===== config.mk =====
export PLATFORM = sky130hd
export DESIGN_NAME = x86_subset_instruction_predecoder_unit
export DESIGN_NICKNAME = d
export VERILOG_FILES = /design/src/rtl/core/xpd_pkg.sv /design/src/rtl/core/x86_subset_instruction_predecoder_unit.sv
export VERILOG_INCLUDE_DIRS = /design/src /design/src/rtl/core
export SDC_FILE = /design/constraint.sdc
export NUM_CORES = 1
export LEC_CHECK = 0
export BUFFER_PORTS_ARGS = -buffer_cell sky130_fd_sc_hd__buf_2
export CAP_MARGIN = 10
export CELL_PAD_IN_SITES_DETAIL_PLACEMENT = 1
export CELL_PAD_IN_SITES_GLOBAL_PLACEMENT = 2
export CORE_MARGIN = 2
export CORE_UTILIZATION = 40
export CTS_CLUSTER_SIZE = 30
export DETAILED_ROUTE_END_ITERATION = 16
export PLACE_DENSITY = 0.84
export SLEW_MARGIN = 20
export SYNTH_ARGS = -nofsm -noshare
export SYNTH_HDL_FRONTEND = slang
export SYNTH_SLANG_ARGS = --single-unit

===== constraint.sdc =====
create_clock -name clk -period 17.8 [get_ports clk]
set_input_delay 3.56 -clock clk [delete_from_list [all_inputs] [get_ports clk]]
set_output_delay 3.56 -clock clk [all_outputs]
set_load 0.02 [all_outputs]

===== src/rtl/core/x86_subset_instruction_predecoder_unit_assert.svh =====
// assertion macros for the predecoder
`ifndef X86_SUBSET_INSTRUCTION_PREDECODER_UNIT_ASSERT_SVH
`define X86_SUBSET_INSTRUCTION_PREDECODER_UNIT_ASSERT_SVH
`ifndef ASSERT_OFF
`define XPD_ASSERT_IMP(label, clk, rst, a, c) \
  label: assert property (@(posedge clk) disable iff (rst) (a) |-> (c)) \
    else $error("assertion failed");
`define XPD_ASSERT_NXT(label, clk, rst, a, c) \
  label: assert property (@(posedge clk) disable iff (rst) (a) |=> (c)) \
    else $error("assertion failed");
`else
`define XPD_ASSERT_IMP(label, clk, rst, a, c)
`define XPD_ASSERT_NXT(label, clk, rst, a, c)
`endif
`endif


===== src/rtl/core/xpd_pkg.sv =====
// ----------------------------------------------------------------------------
// xpd_pkg
// types, constants and decode functions for the predecoder
// ----------------------------------------------------------------------------
package xpd_pkg;

  localparam int MaxBufferBytes = 65536;

  typedef enum logic [2:0] {
    PH_OPCODE    = 3'd0,
    PH_SECOND    = 3'd1,
    PH_AFTER_REP = 3'd2,
    PH_MODRM     = 3'd3,
    PH_SIB       = 3'd4,
    PH_DISP      = 3'd5,
    PH_IMM       = 3'd6
  } phase_t;

  localparam logic [2:0] KIND_NONE   = 3'd0;
  localparam logic [2:0] KIND_IMM8   = 3'd1;
  localparam logic [2:0] KIND_IMM32  = 3'd2;
  localparam logic [2:0] KIND_TARGET = 3'd3;
  localparam logic [2:0] KIND_ONE    = 3'd4;
  localparam logic [2:0] KIND_CL     = 3'd5;

  localparam logic [1:0] ST_OK         = 2'd0;
  localparam logic [1:0] ST_UNKNOWN    = 2'd1;
  localparam logic [1:0] ST_INCOMPLETE = 2'd2;

  localparam logic [7:0] OP_TWO_BYTE = 8'h0F;
  localparam logic [7:0] OP_REP      = 8'hF3;
  localparam logic [7:0] OP_GROUP5   = 8'hFF;

  typedef struct packed {
    logic [5:0] mnem;
    logic       has_mr;
    logic [2:0] kind;
    logic [2:0] nbytes;
    logic       regdst;
    logic [3:0] embed;
    logic       unknown;
  } shape_t;

  function automatic shape_t describe(logic [7:0] first, logic [7:0] second,
                                      logic [7:0] mr);
    shape_t s;
    logic [2:0] rf;
    logic [2:0] lo;
    s = '0;
    rf = mr[5:3];
    lo = first[2:0];
    if (first < 8'h40 && lo < 3'd6) begin
      s.mnem = 6'd1 + {3'd0, first[5:3]};
      if (lo < 3'd4) begin
        s.has_mr = 1'b1; s.regdst = first[1];
      end else if (lo == 3'd4) begin
        s.kind = KIND_IMM8; s.nbytes = 3'd1;
      end else begin
        s.kind = KIND_IMM32; s.nbytes = 3'd4;
      end
    end else if (first == OP_TWO_BYTE) begin
      case (second)
        8'hB6: s.mnem = 6'd37;
        8'hB7: s.mnem = 6'd38;
        8'hBE: s.mnem = 6'd39;
        8'hBF: s.mnem = 6'd40;
        default: s.unknown = 1'b1;
      endcase
      if (!s.unknown) begin
        s.has_mr = 1'b1; s.regdst = 1'b1;
      end
    end else if (first == OP_REP) begin
      case (second)
        8'hA4: s.mnem = 6'd58;
        8'hA5: s.mnem = 6'd59;
        default: begin s.mnem = 6'd57; s.unknown = 1'b1; end
      endcase
    end else if (first >= 8'h40 && first <= 8'h5F) begin
      s.mnem = 6'd10 + {4'd0, first[4:3]};
      s.embed = {1'b0, lo};
    end else if (first >= 8'h70 && first <= 8'h7F) begin
      s.mnem = 6'd14; s.kind = KIND_IMM8; s.nbytes = 3'd1; s.embed = first[3:0];
    end else if (first >= 8'hB0 && first <= 8'hBF) begin
      s.mnem = 6'd9; s.embed = {1'b0, lo};
      if (!first[3]) begin
        s.kind = KIND_IMM8; s.nbytes = 3'd1;
      end else begin
        s.kind = KIND_IMM32; s.nbytes = 3'd4;
      end
    end else if (first >= 8'hA4 && first <= 8'hA7) begin
      s.mnem = 6'd45 + {4'd0, first[1:0]};
    end else if (first >= 8'hAA && first <= 8'hAF) begin
      s.mnem = 6'd49 + {2'd0, first[3:0] - 4'hA};
    end else begin
      case (first)
        8'h88, 8'h89, 8'h8A, 8'h8B: begin
          s.mnem = 6'd9; s.has_mr = 1'b1; s.regdst = first[1];
        end
        8'h8D: begin s.mnem = 6'd20; s.has_mr = 1'b1; s.regdst = 1'b1; end
        8'h84, 8'h85: begin s.mnem = 6'd21; s.has_mr = 1'b1; end
        8'h86, 8'h87: begin s.mnem = 6'd22; s.has_mr = 1'b1; end
        8'h80, 8'h83: begin
          s.mnem = 6'd1 + {3'd0, rf}; s.has_mr = 1'b1;
          s.kind = KIND_IMM8; s.nbytes = 3'd1;
        end
        8'h81: begin
          s.mnem = 6'd1 + {3'd0, rf}; s.has_mr = 1'b1;
          s.kind = KIND_IMM32; s.nbytes = 3'd4;
        end
        8'hC6: begin s.mnem = 6'd9; s.has_mr = 1'b1; s.kind = KIND_IMM8; s.nbytes = 3'd1; end
        8'hC7: begin s.mnem = 6'd9; s.has_mr = 1'b1; s.kind = KIND_IMM32; s.nbytes = 3'd4; end
        8'hC0, 8'hC1: begin
          s.mnem = 6'd23 + {3'd0, rf}; s.has_mr = 1'b1;
          s.kind = KIND_IMM8; s.nbytes = 3'd1;
        end
        8'hD0, 8'hD1: begin s.mnem = 6'd23 + {3'd0, rf}; s.has_mr = 1'b1; s.kind = KIND_ONE; end
        8'hD2, 8'hD3: begin s.mnem = 6'd23 + {3'd0, rf}; s.has_mr = 1'b1; s.kind = KIND_CL; end
        8'hF6, 8'hF7: begin
          s.has_mr = 1'b1;
          if (rf < 3'd2) begin
            s.mnem = 6'd21;
            if (!first[0]) begin
              s.kind = KIND_IMM8; s.nbytes = 3'd1;
            end else begin
              s.kind = KIND_IMM32; s.nbytes = 3'd4;
            end
          end else begin
            s.mnem = 6'd29 + {3'd0, rf};
          end
        end
        8'hFF: begin
          s.has_mr = 1'b1;
          case (rf)
            3'd0: s.mnem = 6'd10;
            3'd1: s.mnem = 6'd11;
            3'd2: s.mnem = 6'd15;
            3'd4: s.mnem = 6'd16;
            default: s.unknown = 1'b1;
          endcase
        end
        8'h68: begin s.mnem = 6'd12; s.kind = KIND_IMM32; s.nbytes = 3'd4; end
        8'h6A: begin s.mnem = 6'd12; s.kind = KIND_IMM8; s.nbytes = 3'd1; end
        8'h90: s.mnem = 6'd17;
        8'hC3: s.mnem = 6'd18;
        8'hCC: s.mnem = 6'd19;
        8'hE0: begin s.mnem = 6'd41; s.kind = KIND_IMM8; s.nbytes = 3'd1; end
        8'hE1: begin s.mnem = 6'd42; s.kind = KIND_IMM8; s.nbytes = 3'd1; end
        8'hE2: begin s.mnem = 6'd43; s.kind = KIND_TARGET; s.nbytes = 3'd1; end
        8'hE3: begin s.mnem = 6'd44; s.kind = KIND_IMM8; s.nbytes = 3'd1; end
        8'hE8: begin s.mnem = 6'd15; s.kind = KIND_TARGET; s.nbytes = 3'd4; end
        8'hE9: begin s.mnem = 6'd16; s.kind = KIND_TARGET; s.nbytes = 3'd4; end
        8'hEB: begin s.mnem = 6'd16; s.kind = KIND_IMM8; s.nbytes = 3'd1; end
        8'hF0: s.mnem = 6'd55;
        8'hF2: s.mnem = 6'd56;
        default: s.unknown = 1'b1;
      endcase
    end
    return s;
  endfunction

  function automatic logic sib_present(logic [7:0] mr);
    return (mr[7:6] != 2'd3) && (mr[2:0] == 3'd4);
  endfunction

  function automatic logic [2:0] disp_bytes(logic [7:0] mr, logic [7:0] sib);
    logic [2:0] d;
    case (mr[7:6])
      2'd3: d = 3'd0;
      2'd1: d = 3'd1;
      2'd2: d = 3'd4;
      default: begin
        if (mr[2:0] == 3'd5) d = 3'd4;
        else if (mr[2:0] == 3'd4 && sib[2:0] == 3'd5) d = 3'd4;
        else d = 3'd0;
      end
    endcase
    return d;
  endfunction

endpackage


===== src/rtl/core/x86_subset_instruction_predecoder_unit.sv =====
// ----------------------------------------------------------------------------
// x86_subset_instruction_predecoder_unit
// byte-serial x86 predecoder: assembles instructions and emits one result each
// ----------------------------------------------------------------------------
// result: registered on the edge that accepts the byte that completes it
// throughput: one code byte per cycle while no unread result is held, set by
//   the single-pass parse logic between the parse state and the result register
// reset: synchronous; parse state returns to opcode fetch at offset zero
`include "x86_subset_instruction_predecoder_unit_assert.svh"
module x86_subset_instruction_predecoder_unit #(
  parameter int MAX_BUFFER_BYTES = xpd_pkg::MaxBufferBytes
) (
  input  logic        clk,
  input  logic        rst,
  input  logic        in_valid,
  output logic        in_ready,
  input  logic [7:0]  code_byte,
  input  logic        end_of_buffer,
  output logic        out_valid,
  input  logic        out_ready,
  output logic [15:0] start_offset,
  output logic [5:0]  mnemonic,
  output logic [3:0]  length,
  output logic [7:0]  modrm_byte,
  output logic [7:0]  sib_byte,
  output logic signed [31:0] displacement,
  output logic [31:0] immediate,
  output logic [4:0]  operand_layout,
  output logic        reg_is_destination,
  output logic [3:0]  embedded_field,
  output logic [1:0]  status,
  output logic        last_of_run
);
  import xpd_pkg::*;

  localparam int OffW = $clog2(MAX_BUFFER_BYTES);

  phase_t      phase, phase_next;
  logic [7:0]  h_op, h_op_next, h_op2, h_op2_next, h_mr, h_mr_next, h_sib, h_sib_next;
  logic [31:0] disp_acc, disp_acc_next, imm_acc, imm_acc_next;
  logic [2:0]  left, left_next;
  logic [OffW-1:0] cur_off, inst_start, inst_start_next;
  logic [3:0]  bcount, bcount_next;

  logic        accept, emit;
  logic [2:0]  idx;
  shape_t      s_now, s_fin;
  shape_t      s_now_out;
  logic        done, need_disp, need_imm, eob_flush;
  logic [1:0]  st;
  logic [2:0]  ds;
  logic [31:0] dv, iv, sx;
  logic [15:0] start16;

  assign in_ready = !out_valid || out_ready;
  assign accept   = in_valid && in_ready;

  always_comb begin
    phase_next = phase;
    h_op_next = h_op; h_op2_next = h_op2; h_mr_next = h_mr; h_sib_next = h_sib;
    disp_acc_next = disp_acc; imm_acc_next = imm_acc; left_next = left;
    inst_start_next = inst_start; bcount_next = bcount;
    done = 1'b0; need_disp = 1'b0; need_imm = 1'b0; st = ST_OK;
    idx = 3'd0;
    s_now = '0;
    if (phase == PH_OPCODE) begin
      inst_start_next = cur_off;
      bcount_next = 4'd1;
      h_op_next = code_byte; h_op2_next = '0; h_mr_next = '0; h_sib_next = '0;
      disp_acc_next = '0; imm_acc_next = '0; left_next = '0;
      if (code_byte == OP_TWO_BYTE) phase_next = PH_SECOND;
      else if (code_byte == OP_REP) phase_next = PH_AFTER_REP;
      else begin
        s_now = describe(code_byte, 8'd0, 8'd0);
        if (s_now.unknown) begin done = 1'b1; st = ST_UNKNOWN; end
        else if (s_now.has_mr) phase_next = PH_MODRM;
        else need_imm = 1'b1;
      end
    end else begin
      bcount_next = bcount + 4'd1;
      case (phase)
        PH_SECOND: begin
          h_op2_next = code_byte;
          s_now = describe(h_op, code_byte, 8'd0);
          if (!s_now.unknown) phase_next = PH_MODRM;
          else if (!end_of_buffer) begin done = 1'b1; st = ST_UNKNOWN; end
        end
        PH_AFTER_REP: begin
          h_op2_next = code_byte;
          s_now = describe(h_op, code_byte, 8'd0);
          done = 1'b1;
          st = s_now.unknown ? ST_UNKNOWN : ST_OK;
        end
        PH_MODRM: begin
          h_mr_next = code_byte;
          s_now = describe(h_op, h_op2, code_byte);
          if (s_now.unknown) begin done = 1'b1; st = ST_UNKNOWN; end
          else if (sib_present(code_byte)) phase_next = PH_SIB;
          else need_disp = 1'b1;
        end
        PH_SIB: begin
          h_sib_next = code_byte;
          need_disp = 1'b1;
        end
        PH_DISP: begin
          idx = disp_bytes(h_mr, h_sib) - left;
          disp_acc_next = disp_acc | ({24'd0, code_byte} << {idx[1:0], 3'd0});
          left_next = left - 3'd1;
          if (left_next == 3'd0) need_imm = 1'b1;
        end
        default: begin
          s_now = describe(h_op, h_op2, h_mr);
          idx = s_now.nbytes - left;
          imm_acc_next = imm_acc | ({24'd0, code_byte} << {idx[1:0], 3'd0});
          left_next = left - 3'd1;
          if (left_next == 3'd0) done = 1'b1;
        end
      endcase
    end
    if (need_disp) begin
      if (disp_bytes(h_mr_next, h_sib_next) != 3'd0) begin
        left_next = disp_bytes(h_mr_next, h_sib_next);
        phase_next = PH_DISP;
      end else need_imm = 1'b1;
    end
    s_fin = describe(h_op_next, h_op2_next, h_mr_next);
    if (need_imm) begin
      if (s_fin.nbytes != 3'd0) begin
        left_next = s_fin.nbytes;
        phase_next = PH_IMM;
      end else done = 1'b1;
    end
    eob_flush = !done && end_of_buffer && (phase_next != PH_OPCODE);
    if (done || eob_flush) phase_next = PH_OPCODE;
  end

  assign emit = done || eob_flush;

  // result fields from the completed instruction state
  always_comb begin
    shape_t f;
    f = s_fin;
    if (h_op_next == OP_TWO_BYTE && f.unknown) f.has_mr = 1'b0;
    if (st == ST_UNKNOWN && h_op_next != OP_REP && h_op_next != OP_GROUP5) f.mnem = '0;
    ds = 3'd0;
    if (f.has_mr && !f.unknown) ds = disp_bytes(h_mr_next, h_sib_next);
    sx = {{24{imm_acc_next[7]}}, imm_acc_next[7:0]};
    dv = (ds == 3'd1) ? {{24{disp_acc_next[7]}}, disp_acc_next[7:0]} :
         (ds == 3'd4) ? disp_acc_next : 32'd0;
    start16 = 16'(inst_start_next);
    iv = imm_acc_next;
    if (f.kind == KIND_TARGET) begin
      if (f.nbytes == 3'd4) iv = 32'(inst_start_next) + 32'd5 + imm_acc_next;
      else iv = 32'(inst_start_next) + 32'd2 + sx;
    end
    s_now_out = f;
  end

  always_ff @(posedge clk) begin
    if (rst) begin
      phase <= PH_OPCODE;
      cur_off <= '0;
      out_valid <= 1'b0;
      h_op <= '0; h_op2 <= '0; h_mr <= '0; h_sib <= '0;
      disp_acc <= '0; imm_acc <= '0; left <= '0;
      inst_start <= '0; bcount <= '0;
    end else begin
      if (out_valid && out_ready) out_valid <= 1'b0;
      if (accept) begin
        phase <= phase_next;
        h_op <= h_op_next; h_op2 <= h_op2_next; h_mr <= h_mr_next; h_sib <= h_sib_next;
        disp_acc <= disp_acc_next; imm_acc <= imm_acc_next; left <= left_next;
        inst_start <= inst_start_next; bcount <= bcount_next;
        // offsets wrap at the buffer size and restart at zero after end_of_buffer
        if (end_of_buffer || cur_off == OffW'(MAX_BUFFER_BYTES - 1)) cur_off <= '0;
        else cur_off <= cur_off + 1'b1;
        if (emit) out_valid <= 1'b1;
      end
    end
  end

  always_ff @(posedge clk) begin
    if (accept && emit) begin
      start_offset <= start16;
      length <= bcount_next;
      last_of_run <= 1'b1;
      if (done) begin
        mnemonic <= s_now_out.mnem;
        modrm_byte <= s_now_out.has_mr ? h_mr_next : 8'd0;
        sib_byte <= (s_now_out.has_mr && !s_now_out.unknown && sib_present(h_mr_next))
                    ? h_sib_next : 8'd0;
        displacement <= dv;
        immediate <= iv;
        operand_layout <= (ds == 3'd0) ? {2'd0, s_now_out.kind} :
                          (ds == 3'd1) ? 5'd6 + {2'd0, s_now_out.kind} :
                                         5'd12 + {2'd0, s_now_out.kind};
        reg_is_destination <= s_now_out.regdst;
        embedded_field <= s_now_out.embed;
        status <= st;
      end else begin
        mnemonic <= '0; modrm_byte <= '0; sib_byte <= '0; displacement <= '0;
        immediate <= '0; operand_layout <= '0; reg_is_destination <= 1'b0;
        embedded_field <= '0; status <= ST_INCOMPLETE;
      end
    end
  end

  `XPD_ASSERT_NXT(a_emit_valid, clk, rst, accept && emit, out_valid)
  `XPD_ASSERT_NXT(a_idle_after_emit, clk, rst, accept && emit, phase == PH_OPCODE)
  `XPD_ASSERT_IMP(a_ready, clk, rst, !out_valid, in_ready)
  `XPD_ASSERT_NXT(a_eob_off, clk, rst, accept && end_of_buffer, cur_off == '0)

endmodule


Word level (Yosys, flattened, before mapping)
Index checks and enable logic that the tools add are counted.
{ "word_totals": {"ff_bits": 257, "latchBits": 0, "ram_bits": 0, "rom_bits": 0, "input_bits": 13, "out_inout_bits": 121, "wordCells": 595, "mem_count": 0} }
{ "op_classes": {"add_sub_neg": 19, "mul": 0, "div": 0, "n_lt_le_gt_ge": 41, "n_eq_ne": 169, "shifts": 2, "muxes": 232, "bitwise_logic": 3, "n_reduce_logical": 104} }
{ "op_table": {"columns": ["operator", "count"], "rows": [
  ["$eq A8 B8 Y1 const B", 126],
  ["$mux W32", 8],
  ["$mux W8", 19],
  ["$pmux W6 S20", 1],
  ["$mux W1", 110],
  ["$mux W3", 30],
  ["$reduce_or A37 Y1", 2],
  ["$ge A8 B8 Y1 const B", 9],
  ["$le A8 B8 Y1 const B", 9],
  ["$mux W6", 12],
  ["$reduce_or A36 Y1", 2],
  ["$reduce_or A23 Y1", 3],
  ["$mux W5", 13],
  ["$or A32 B32 Y32", 2],
  ["$shl A8 B5 Y32", 2],
  ["$pmux W3 S6", 3],
  ["$eq A8 B7 Y1 const B", 6],
  ["$ge A8 B7 Y1 const B", 6],
  ["$le A8 B7 Y1 const B", 6],
  ["$reduce_or A2 Y1", 20],
  ["$reduce_or A4 Y1", 10],
  ["$eq A3 B3 Y1 const B", 13],
  ["$pmux W3 S3", 4],
  ["$reduce_or A11 Y1", 3],
  ["52 further kinds", 151]
]} }

Longest topological paths before layout
Gate-level depths: netlist (run 1).
{ "logic_depth": {"ltp_word": 28, "ltp_mapped": 30, "ltp_nobuf": 26} }

Least setup slack after synthesis (run 1)
No wires, ideal clock.
{ "synth_path": {"path_type": "input to register", "start": "in code_byte[1]", "end": "reg displacement[0] (enable)", "setup_ns": 0.597, "arrival_ns": 11.757, "t_required_ns": 17.203, "setup_slack_ns": 5.446, "path_stages": 15, "path_buffers": 3, "path_cell_list": "clkbuf_1 -> a21oi_1 -> inv_1 -> ha_1 -> clkbuf_1 -> or2_2 -> buf_1 -> a31oi_2 -> nor4_1 -> or4_1 -> a21oi_2 -> nand2_1 -> o32a_1 -> a21boi_0 -> nor2_1"} }
{ "synth_between": {"elab_cells_between_ends": 205, "classes_between": "order compare: 26; eq/ne: 70; mux: 80; reduce/logical: 29"} }
{ "synth_rtl": {"columns": ["item", "line", "source"], "rows": [
  ["start, declared", "x86_subset_instruction_predecoder_unit.sv:17", "input logic [7:0] code_byte,"],
  ["$mux W8 (*)", "x86_subset_instruction_predecoder_unit.sv:66", "if (phase == PH_OPCODE) begin"],
  ["net h_op_next[1]", "x86_subset_instruction_predecoder_unit.sv:39", "logic [7:0] h_op, h_op_next, h_op2, h_op2_next, h_mr, h_mr_next, h_sib, h_sib_next;"],
  ["$eq A8 B8 Y1 or $eq A8 B7 Y1 (tied branches)", "xpd_pkg.sv:95", "case (first)"],
  ["$reduce_or A11 Y1 (no line) (tied with other cells)", null, null],
  ["$pmux W3 S3", "xpd_pkg.sv:95", null],
  ["$mux W8", "xpd_pkg.sv:92", "end else if (first >= 8'hAA && first <= 8'hAF) begin"],
  ["$mux W8", "xpd_pkg.sv:90", "end else if (first >= 8'hA4 && first <= 8'hA7) begin"],
  ["$mux W6", "xpd_pkg.sv:83", "end else if (first >= 8'hB0 && first <= 8'hBF) begin"],
  ["(+4 left out)", null, null],
  ["$mux W14 (*)", "xpd_pkg.sv:52", "if (first < 8'h40 && lo < 3'd6) begin"],
  ["$reduce_bool A3 Y1 (*)", "x86_subset_instruction_predecoder_unit.sv:128", "if (s_fin.nbytes != 3'd0) begin"],
  ["$mux W1", "x86_subset_instruction_predecoder_unit.sv:128", null],
  ["$mux W1", "x86_subset_instruction_predecoder_unit.sv:127", "if (need_imm) begin"],
  ["$logic_not A1 Y1", "x86_subset_instruction_predecoder_unit.sv:133", "eob_flush = !done && end_of_buffer && (phase_next != PH_OPCODE);"],
  ["$logic_and A1 B1 Y1 (2 in a row)", "x86_subset_instruction_predecoder_unit.sv:133", null],
  ["$logic_or A1 B1 Y1 (*)", "x86_subset_instruction_predecoder_unit.sv:137", "assign emit = done || eob_flush;"],
  ["$logic_and A1 B1 Y1 (*)", "x86_subset_instruction_predecoder_unit.sv:183", "if (accept && emit) begin"],
  ["end signal, assigned", "x86_subset_instruction_predecoder_unit.sv:192", "displacement <= dv;"],
  ["end, declared", "x86_subset_instruction_predecoder_unit.sv:26", "output logic signed [31:0] displacement,"]
]} }
Mark *: on every way through the listed nets, which the timed path passes. The rest lies on a longest branch. The select of a mux whose other input is x is not followed.
A chain may end at the register's enable or synchronous reset.

Final worst setup path (run 1)
{ "layout_path": {"start": "in code_byte[1]", "end": "reg immediate[29] (enable)"} }
{ "layout_between": {"elab_cells_between_ends": 205, "classes_between": "order compare: 26; eq/ne: 70; mux: 80; reduce/logical: 29"} }
{ "layout_rtl": {"columns": ["item", "line", "source"], "rows": [
  ["$mux W8 (*)", "x86_subset_instruction_predecoder_unit.sv:66", null],
  ["net h_op_next[1]", "x86_subset_instruction_predecoder_unit.sv:39", null],
  ["$eq A8 B8 Y1 or $eq A8 B7 Y1 (tied branches)", "xpd_pkg.sv:95", null],
  ["$reduce_or A11 Y1 (no line) (tied with other cells)", null, null],
  ["$pmux W3 S3", "xpd_pkg.sv:95", null],
  ["$mux W8", "xpd_pkg.sv:92", null],
  ["$mux W8", "xpd_pkg.sv:90", null],
  ["$mux W6", "xpd_pkg.sv:83", null],
  ["(+4 left out)", null, null],
  ["$mux W14 (*)", "xpd_pkg.sv:52", null],
  ["$reduce_bool A3 Y1 (*)", "x86_subset_instruction_predecoder_unit.sv:128", null],
  ["$mux W1", "x86_subset_instruction_predecoder_unit.sv:128", null],
  ["$mux W1", "x86_subset_instruction_predecoder_unit.sv:127", null],
  ["$logic_not A1 Y1", "x86_subset_instruction_predecoder_unit.sv:133", null],
  ["$logic_and A1 B1 Y1 (2 in a row)", "x86_subset_instruction_predecoder_unit.sv:133", null],
  ["$logic_or A1 B1 Y1 (*)", "x86_subset_instruction_predecoder_unit.sv:137", null],
  ["$logic_and A1 B1 Y1 (*)", "x86_subset_instruction_predecoder_unit.sv:183", null],
  ["end signal, assigned", "x86_subset_instruction_predecoder_unit.sv:193", "immediate <= iv;"],
  ["end, declared", "x86_subset_instruction_predecoder_unit.sv:27", "output logic [31:0] immediate,"]
]} }
Marks and branches as above.

==> results.md, run 1 <==
* Required arrival time at the worst endpoint at 18000 ps
* Horizontal die dimension at 208.6 um
* TritonCTS clock tree: done
* # H-tree levels at 1
* Setup TNS Final at 0 ps
* Number of cells on the worst hold path at 2
* Clock transition at the registers of the reported paths at approximately 60 ps
* Overall Global Routing Usage at roughly 28%
* Initial core utilization at about two fifths
* Filler cell count in the final layout at 4954
* Pin count of the biggest net entering global routing at 76
* Antenna violations before repair at 0
* Syn Nets at 2118
* Worst-Margin Slew at approximately 1100 ps
* Most common cell after layout, fill and taps aside: sky130_fd_sc_hd__nor2_1
* Final net count at 2167
* RSZ-0062 raised after global routing: false
* Clock latency of the later-clocked register in the worst-skew pair at approximately 600 ps
* Reg2Reg Setup Slack at 9670 ps
* Maximum ir drop on the vdd rail at 0.06067 mV
* Setup Crit Path Kind: in2reg
* Top Ports at 134
* Capturing point of the worst reg2reg path: immediate[23]$_SDFFCE_PN0P_
* Post-CTS setup buffer count at 0
* Startpoint of the worst hold path: h_sib[5]$_SDFFE_PP0P_
* Overflow after GRT at 0
* WP data arrival at 9130 ps
* Vias post-DR at 16010
* Post-synthesis cell area at 16750 um^2
* Global-route wire length before repair at 97280 um
* I/O Buffers at 132
* Library cell used as clock root buffer: sky130_fd_sc_hd__clkbuf_16
* Total power per unit cell area at 90.70 nW/um^2
* Hold WC Path Type: reg2reg
* Count of flip-flops with a built-in enable after synthesis at 118
* Crit path time final at 8927 ps
* Reg-to-reg critical path startpoint: h_op[6]$_SDFFE_PP0P_
* Via density at between 6 and 7
* Crit share post-route at roughly 50%
* Number of failing hold endpoints at the final stage at 0
* Layout cells sized above 1 at 12.75%
* Synthesized netlist cell count at between 2000 and 2500
* Part of the Yosys area used for sequential elements at 37.77%
* Floorplan row count at 74
* Global placer's final weighted congestion at 0.9238
* Mean cell area of the mapped netlist at 8.259 um^2
* Post-detailed-route wirelength per cell at 23.42 um
* Die Outline Area at 43530 um^2
* Synthesis warning total at 0
* Logic depth of the worst register-to-register path at 25
* Max Root-Sink Buffers at 3
* Resized cells post-CTS at 0
* Clock buffer count from CTS at 31
* Max-cap violation count at 0
* Overall Power at 1.693 mW
* Static Leakage at between 7 and 8 nW
* Worst Hold Path EP: h_sib[5]$_SDFFE_PP0P_
* Number of diodes added for antenna fixing at 0
* Flops & latches, synth at approximately 260
* Worst Skew at 32.34 ps
* Endpoint type of the worst setup path: flip-flop
* Startpoint kind of the worst setup timing path: primary input
* Number of endpoints failing setup at the final stage at 0
* Number of remaining DRC errors at 0
* Drt initial violations at roughly 1100
* Sum of routed wire length over all layers at 61690 um
* Most frequent cells in the layout: 264 x sky130_fd_sc_hd__nor2_1, 228 x sky130_fd_sc_hd__a21oi_1, 173 x sky130_fd_sc_hd__nand2_1
* Result of the run: completed
* Count of unique library cells instantiated by Yosys at roughly 100
* Relative slew margins at 28.43%
* Max Fanout on Critical Path at about 70
* Sink Count at 257
* Maximum clock frequency at 112.0 MHz
* Detailed-placement wirelength estimate at 43050 um
* Number of nets still failing antenna checks after routing at 0
* Share of synthesized registers carrying an async set or reset at 0%
* Core region area at 41110 um^2
* Slew Limit Fails at 0
* Height of the die at 208.6 um
* Vias in the first global route at 16360
* Most common flop cell mapped by yosys: sky130_fd_sc_hd__dfxtp_1
* Synthesis-to-finish area growth at 11.45%
* Number of buffers inserted by hold repair at cts at 0
* Drt pass-1 iters at 5
report_power, final:
| part | internal, mW | total [mW] | switching, mW |
|---|---|---|---|
| logic | 0.105 | 0.385 | 0.280 |
| registers | 0.672 | 0.699 | 0.0268 |
| clock network | 0.340 | 0.609 | 0.269 |
through the flow:
step	setup slack (ps)	hold WS (ps)	cells	utilization, %	instance area (um^2)
floorplan	5446	432.4	2028	-	16750
global placement	8645	440.6	2576	43.06	17700
detailed placement	8456	447.4	2576	43.07	17710
CTS	9062	456.2	2634	45.40	18660
global route	8642	470.9	2634	45.41	18670
finish	8873	456.8	2634	45.41	18670
routing by layer:
| layer | vias up | part of all wire, % | track usage, % |
|---|---|---|---|
| met3 | 107 | 3.9 | 2.795 |
| met4 | 0 | 2.9 | 8.153 |
| li1 | 7493 | - | - |
| met2 | 381 | 47 | 47.30 |
| met1 | 8024 | 46 | 38.48 |
| met5 | - | 0 | 0 |
cell usage after synthesis, types with 16 or more instances:
| cell | count | area share (%) |
|---|---|---|
| sky130_fd_sc_hd__ha_1 | 75 | 5.6 |
| sky130_fd_sc_hd__o21ai_0 | 90 | 2.7 |
| sky130_fd_sc_hd__nand3_1 | 38 | 1.1 |
| sky130_fd_sc_hd__buf_2 | 20 | 0.60 |
| sky130_fd_sc_hd__xor2_1 | 23 | 1.2 |
| sky130_fd_sc_hd__or3_1 | 30 | 1.1 |
| sky130_fd_sc_hd__nand2_1 | 174 | 3.9 |
| sky130_fd_sc_hd__a21o_1 | 21 | 0.94 |
| sky130_fd_sc_hd__dfxtp_1 | 139 | 17 |
| sky130_fd_sc_hd__nor2b_1 | 26 | 0.97 |
| sky130_fd_sc_hd__mux2i_1 | 28 | 1.7 |
| sky130_fd_sc_hd__nand2b_1 | 22 | 0.82 |
| sky130_fd_sc_hd__xnor2_1 | 39 | 2.0 |
| sky130_fd_sc_hd__buf_1 | 18 | 0.40 |
| sky130_fd_sc_hd__a211oi_1 | 60 | 2.7 |
| sky130_fd_sc_hd__nand4_1 | 23 | 0.86 |
| sky130_fd_sc_hd__nor3_1 | 68 | 2.0 |
| sky130_fd_sc_hd__clkbuf_1 | 102 | 2.3 |
| sky130_fd_sc_hd__o21a_1 | 30 | 1.3 |
| sky130_fd_sc_hd__a31oi_1 | 32 | 1.2 |
| sky130_fd_sc_hd__edfxtp_1 | 118 | 21 |
| sky130_fd_sc_hd__nor4_1 | 16 | 0.60 |
| sky130_fd_sc_hd__nor2_1 | 265 | 5.9 |
| sky130_fd_sc_hd__inv_1 | 60 | 1.3 |
| sky130_fd_sc_hd__a21oi_1 | 229 | 6.8 |
kinds of logic (layout without fill, tap and decap cells):
family / Yosys count / count (layout) / synth area share [%]
multiplexers: 33 / 33 / 2.039
adder cells (fa/ha/maj): 77 / 77 / 5.841
flip-flops: 257 / 257 / 37.77
AO/OA/AOI/OAI: 621 / 621 / 23.63
buffers and inverters: 216 / 290 / 5.461
other: 1 / 1 / 0.02239
XOR/XNOR: 62 / 62 / 3.242
AND/OR/NAND/NOR: 761 / 761 / 21.99
worst max-delay path, stage by stage:
cell and delay [ps]:
sky130_fd_sc_hd__buf_2 100, sky130_fd_sc_hd__buf_4 260, sky130_fd_sc_hd__a21oi_1 670, sky130_fd_sc_hd__inv_1 300, sky130_fd_sc_hd__ha_1 550, sky130_fd_sc_hd__or2_2 470
sky130_fd_sc_hd__a31oi_2 580, sky130_fd_sc_hd__nor4_1 160, sky130_fd_sc_hd__or4_1 590, sky130_fd_sc_hd__a21oi_2 260, sky130_fd_sc_hd__nand2_1 120, sky130_fd_sc_hd__o32a_2 200
sky130_fd_sc_hd__a21boi_0 230, sky130_fd_sc_hd__nor2_4 170, sky130_fd_sc_hd__buf_4 740
how the worst max path moves through the flow:
stage	start	endpoint	slack [ps]	cells after the start
after global placement	code_byte[1]	immediate[16]$_SDFFCE_PN0P_	8640	15
final	code_byte[1]	immediate[29]$_SDFFCE_PN0P_	8870	15
after global routing	code_byte[1]	immediate[29]$_SDFFCE_PN0P_	8640	15
after CTS	code_byte[1]	immediate[15]$_SDFFCE_PN0P_	9060	15
after detailed placement	code_byte[1]	immediate[12]$_SDFFCE_PN0P_	8460	15
after floorplan	code_byte[1]	displacement[0]$_SDFFCE_PN0P_	5450	15
registers in the layout (all words and copies together), names as in the netlist, 4 cells and up:
signal,flops
disp_acc,32
imm_acc,32
h_op,8
bcount,4
sib_byte,8
length,4
h_op2,8
operand_layout,5
displacement,32
h_mr,8
modrm_byte,8
h_sib,8
embedded_field,4
start_offset,16
immediate,32
cur_off,16
inst_start,16
mnemonic,6
cell type report:
| type | count | area [um^2] | share of cell area [%] |
|---|---|---|---|
| clock buffer | 42 | 868.3 | 4.651 |
| tap | 532 | 665.6 | 3.566 |
| timing repair buffer | 167 | 923.4 | 4.946 |
| multi-input combinational | 1555 | 9552 | 51.17 |
| sequential | 257 | 6326 | 33.89 |
| clock inverter | 16 | 88.84 | 0.4759 |
| inverter | 65 | 244.0 | 1.307 |
No activity file was read; power rests on OpenSTA's default activity.
==> run 2, diff against run 1 <==
--- a/config.mk
+++ b/config.mk
@@ -11,10 +11,10 @@
 export CELL_PAD_IN_SITES_DETAIL_PLACEMENT = 1
 export CELL_PAD_IN_SITES_GLOBAL_PLACEMENT = 2
 export CORE_MARGIN = 2
-export CORE_UTILIZATION = 40
+export CORE_UTILIZATION = 37
 export CTS_CLUSTER_SIZE = 30
 export DETAILED_ROUTE_END_ITERATION = 16
-export PLACE_DENSITY = 0.84
+export PLACE_DENSITY = 0.79
 export SLEW_MARGIN = 20
 export SYNTH_ARGS = -nofsm -noshare
 export SYNTH_HDL_FRONTEND = slang
==> constraint.sdc (replaced) <==
create_clock -name clk -period 9.22 [get_ports clk]
set_input_delay 1.844 -clock clk [delete_from_list [all_inputs] [get_ports clk]]
set_output_delay 1.844 -clock clk [all_outputs]
set_load 0.02 [all_outputs]
==> run 2 against run 1 <==
Non-clock buffer count unchanged. Clock skew up 1.9 ps. Wire length about the same. Power up 99%. Clock-buffer cell count unchanged. Sequential cell count unchanged. Sequential power up 93%. Combinational power up 93%. Utilization down 3.0 points. Cell count up 2.3%. Critical path type is now reg2reg. Highest routed layer unchanged.
==> results.md, run 2 (synthesis gave the netlist of run 1 again) <==
* Result of the run: completed
* Sink Count at 257 (unchanged)
* Filler cell count in the final layout at 5312 (+7.2%)
* Static Leakage at 7.114 nW (+0.59%)
* Slowest cell delay on critical path at 810 ps (+70 ps)
* Multi-input combinational cell area at 9547 um^2 (about the same)
* Crit share post-route at 82.23%
* Final net count at 2167 (unchanged)
* Clock buffer count from CTS at 31 (unchanged)
* Global-route wire length before repair at 95760 um (-1.6%)
* Core region area at 44410 um^2 (+8.0%)
* Sum of routed wire length over all layers at 61670 um (about the same)
* Power Internal at 2.262 mW (+100%)
* Die Outline Area at 46990 um^2 (+8.0%)
* Number of endpoints failing setup at the final stage at 0 (unchanged)
* Slew Limit Fails at 0 (unchanged)
* Detailed-placement wirelength estimate at 43430 um (+0.87%)
* Overflow after GRT at 0 (unchanged)
* Post-layout util at 42.43% (-3.0 points)
* Height of the die at 216.8 um (+3.9%)
* Clock latency of the later-clocked register in the worst-skew pair at 610 ps (about the same)
* Antenna violations before repair at 1 (+1)
* Clock transition at the registers of the reported paths at 60 ps (about the same)
* Number of buffers inserted by hold repair at cts at 0 (unchanged)
* Worst-Margin Slew at 1065 ps (+0.9271 ps)
* Required arrival time at the worst endpoint at 9530 ps (-8470 ps)
* Combinational group share of total power at 22.1% (-0.6 points)
* Drt pass-1 iters at 5 (unchanged)
* Part of the total power dissipated in the clock network at 37.9% (+1.9 points)
* Maximum clock frequency at 131.9 MHz
* Startpoint kind of the worst setup timing path: flip-flop
* Most common cell after layout, fill and taps aside: sky130_fd_sc_hd__nor2_1
* Maximum ir drop on the vdd rail at 0.1389 mV (+130%)
* Global placer's final weighted congestion at 0.9049 (-2.0%)
* Vias in the first global route at 15950 (-2.5%)
* Synthesis-to-finish area growth at 12.50%
* Setup TNS Final at 0 ps (unchanged)
* Number of remaining DRC errors at 0 (unchanged)
* Crit-path most repeated cell: sky130_fd_sc_hd__ha_1
* Post-CTS setup buffer count at 0 (unchanged)
* Via density at 5.903 (-2.8%)
* Seq. cell area at 6326 um^2 (unchanged)
* Drt initial violations at 891 (-20%)
* Net Sw Power at 1.112 mW (+93%)
* Worst Skew at 34.21 ps (+1.875 ps)
* Horizontal die dimension at 216.8 um (+3.9%)
* TritonCTS clock tree: done
* Initial core utilization at 37.71% (-3.0 points)
* Fin cells at 2695 (+2.3%)
* Top Ports at 134 (unchanged)
* Layout cells sized above 1 at 12.56% (-0.19 points)
* Post-detailed-route wirelength per cell at 22.88 um (-2.3%)
* Overall Global Routing Usage at 25.87% (-2.3 points)
* Final Worst Setup Slack at 1638 ps (-7235 ps)
* Crit path time final at 7582 ps
* Part of the total power dissipated in sequential elements at 40.0% (-1.3 points)
* WP data arrival at 7900 ps (-1230 ps)
* Most frequent cells in the layout: 264 x sky130_fd_sc_hd__nor2_1, 228 x sky130_fd_sc_hd__a21oi_1, 173 x sky130_fd_sc_hd__nand2_1
* Cell total after placement at 2636 (+2.3%)
* Post-Place Worst Slack at 1727 ps (-6729 ps)
* I/O Buffers at 132 (unchanged)
* Number of nets still failing antenna checks after routing at 0 (unchanged)
* Highest-delay cell along the critical path: sky130_fd_sc_hd__dfxtp_1
* Number of failing hold endpoints at the final stage at 0 (unchanged)
* RSZ-0062 raised after global routing: false
* Vias post-DR at 15910 (-0.60%)
* Total power per unit cell area at 179.0 nW/um^2 (+97%)
* Resized cells post-CTS at 0 (unchanged)
* Relative slew margins at 28.48% (+0.046 points)
* Pin count of the biggest net entering global routing at 90 (+18%)
* Floorplan row count at 77 (+4.1%)
* # H-tree levels at 1 (unchanged)
* Max-cap violation count at 0 (unchanged)
* Max Fanout on Critical Path at 23 (-68%)
* Endpoint type of the worst setup path: flip-flop
* Max Root-Sink Buffers at 3 (unchanged)
* Hold WC Path Type: reg2reg
* Library cell used as clock root buffer: sky130_fd_sc_hd__clkbuf_16
* Switching Share at 32.96% (-1.0 points)
* Setup Crit Path Kind: reg2reg
[run 2: final cells by class]
cell class,count,area share (%)
Multi-Input combinational cell,1555,50.66
Sequential cell,257,33.57
Timing Repair Buffer,167,4.980
Clock buffer,42,4.495
Tap cell,592,3.931
Inverter,65,1.295
Clock inverter,16,1.056
Antenna cell,1,0.01328
[run 2: worst paths after layout]
kind | slack, ps | cells past startpoint | startpoint | to
max reg2reg | 1640 | 25 | h_op[5]$_SDFFE_PP0P_ | immediate[23]$_SDFFCE_PN0P_
max | 1640 | 25 | h_op[5]$_SDFFE_PP0P_ | immediate[23]$_SDFFCE_PN0P_
min reg2reg | 460 | 2 | imm_acc[23]$_SDFFE_PP0P_ | imm_acc[23]$_SDFFE_PP0P_
min | 460 | 2 | imm_acc[23]$_SDFFE_PP0P_ | imm_acc[23]$_SDFFE_PP0P_
[run 2: worst max-delay path: cells and delay by family, from the launching register on]
| kind | cells | cell delay, ps |
|---|---|---|
| flops | 1 | 810 |
| fa+ha+maj | 4 | 1140 |
| compound gates | 9 | 1980 |
| buf+inv | 2 | 150 |
| xor+xnor | 1 | 250 |
| simple gates | 9 | 2960 |
[run 2: through the flow]
step           area (um^2)  power (mW)  hold slack, ps
6_report             18840       3.374           457.1
5_1_grt              18840       3.512           472.7
4_1_cts              18840       3.406           456.6
3_5_place_dp         17790       2.114           447.6
3_3_place_gp         17790       2.106           441.0
2_1_floorplan        16750       1.862           432.4
[run 2: power groups by stage]
stage / sequential [mW] / combinational [mW] / clock [mW]
2_1_floorplan: 1.44 / 0.420 / 0
3_3_place_gp: 1.37 / 0.735 / 0
3_5_place_dp: 1.37 / 0.740 / 0
4_1_cts: 1.35 / 0.745 / 1.31
5_1_grt: 1.36 / 0.805 / 1.35
6_report: 1.35 / 0.744 / 1.28
[run 2: per-layer routing]
layer  vias to the layer above  share of wire (%)  routed length, um  global-route usage, %
met3                        81                4.5               2747                  3.229
li1                       7506                  -                  -                      -
met5                         -                  0                  0                      0
met1                      7935                 46              28380                  35.22
met2                       387                 47              29120                  43.69
met4                         0                2.3               1414                  6.164
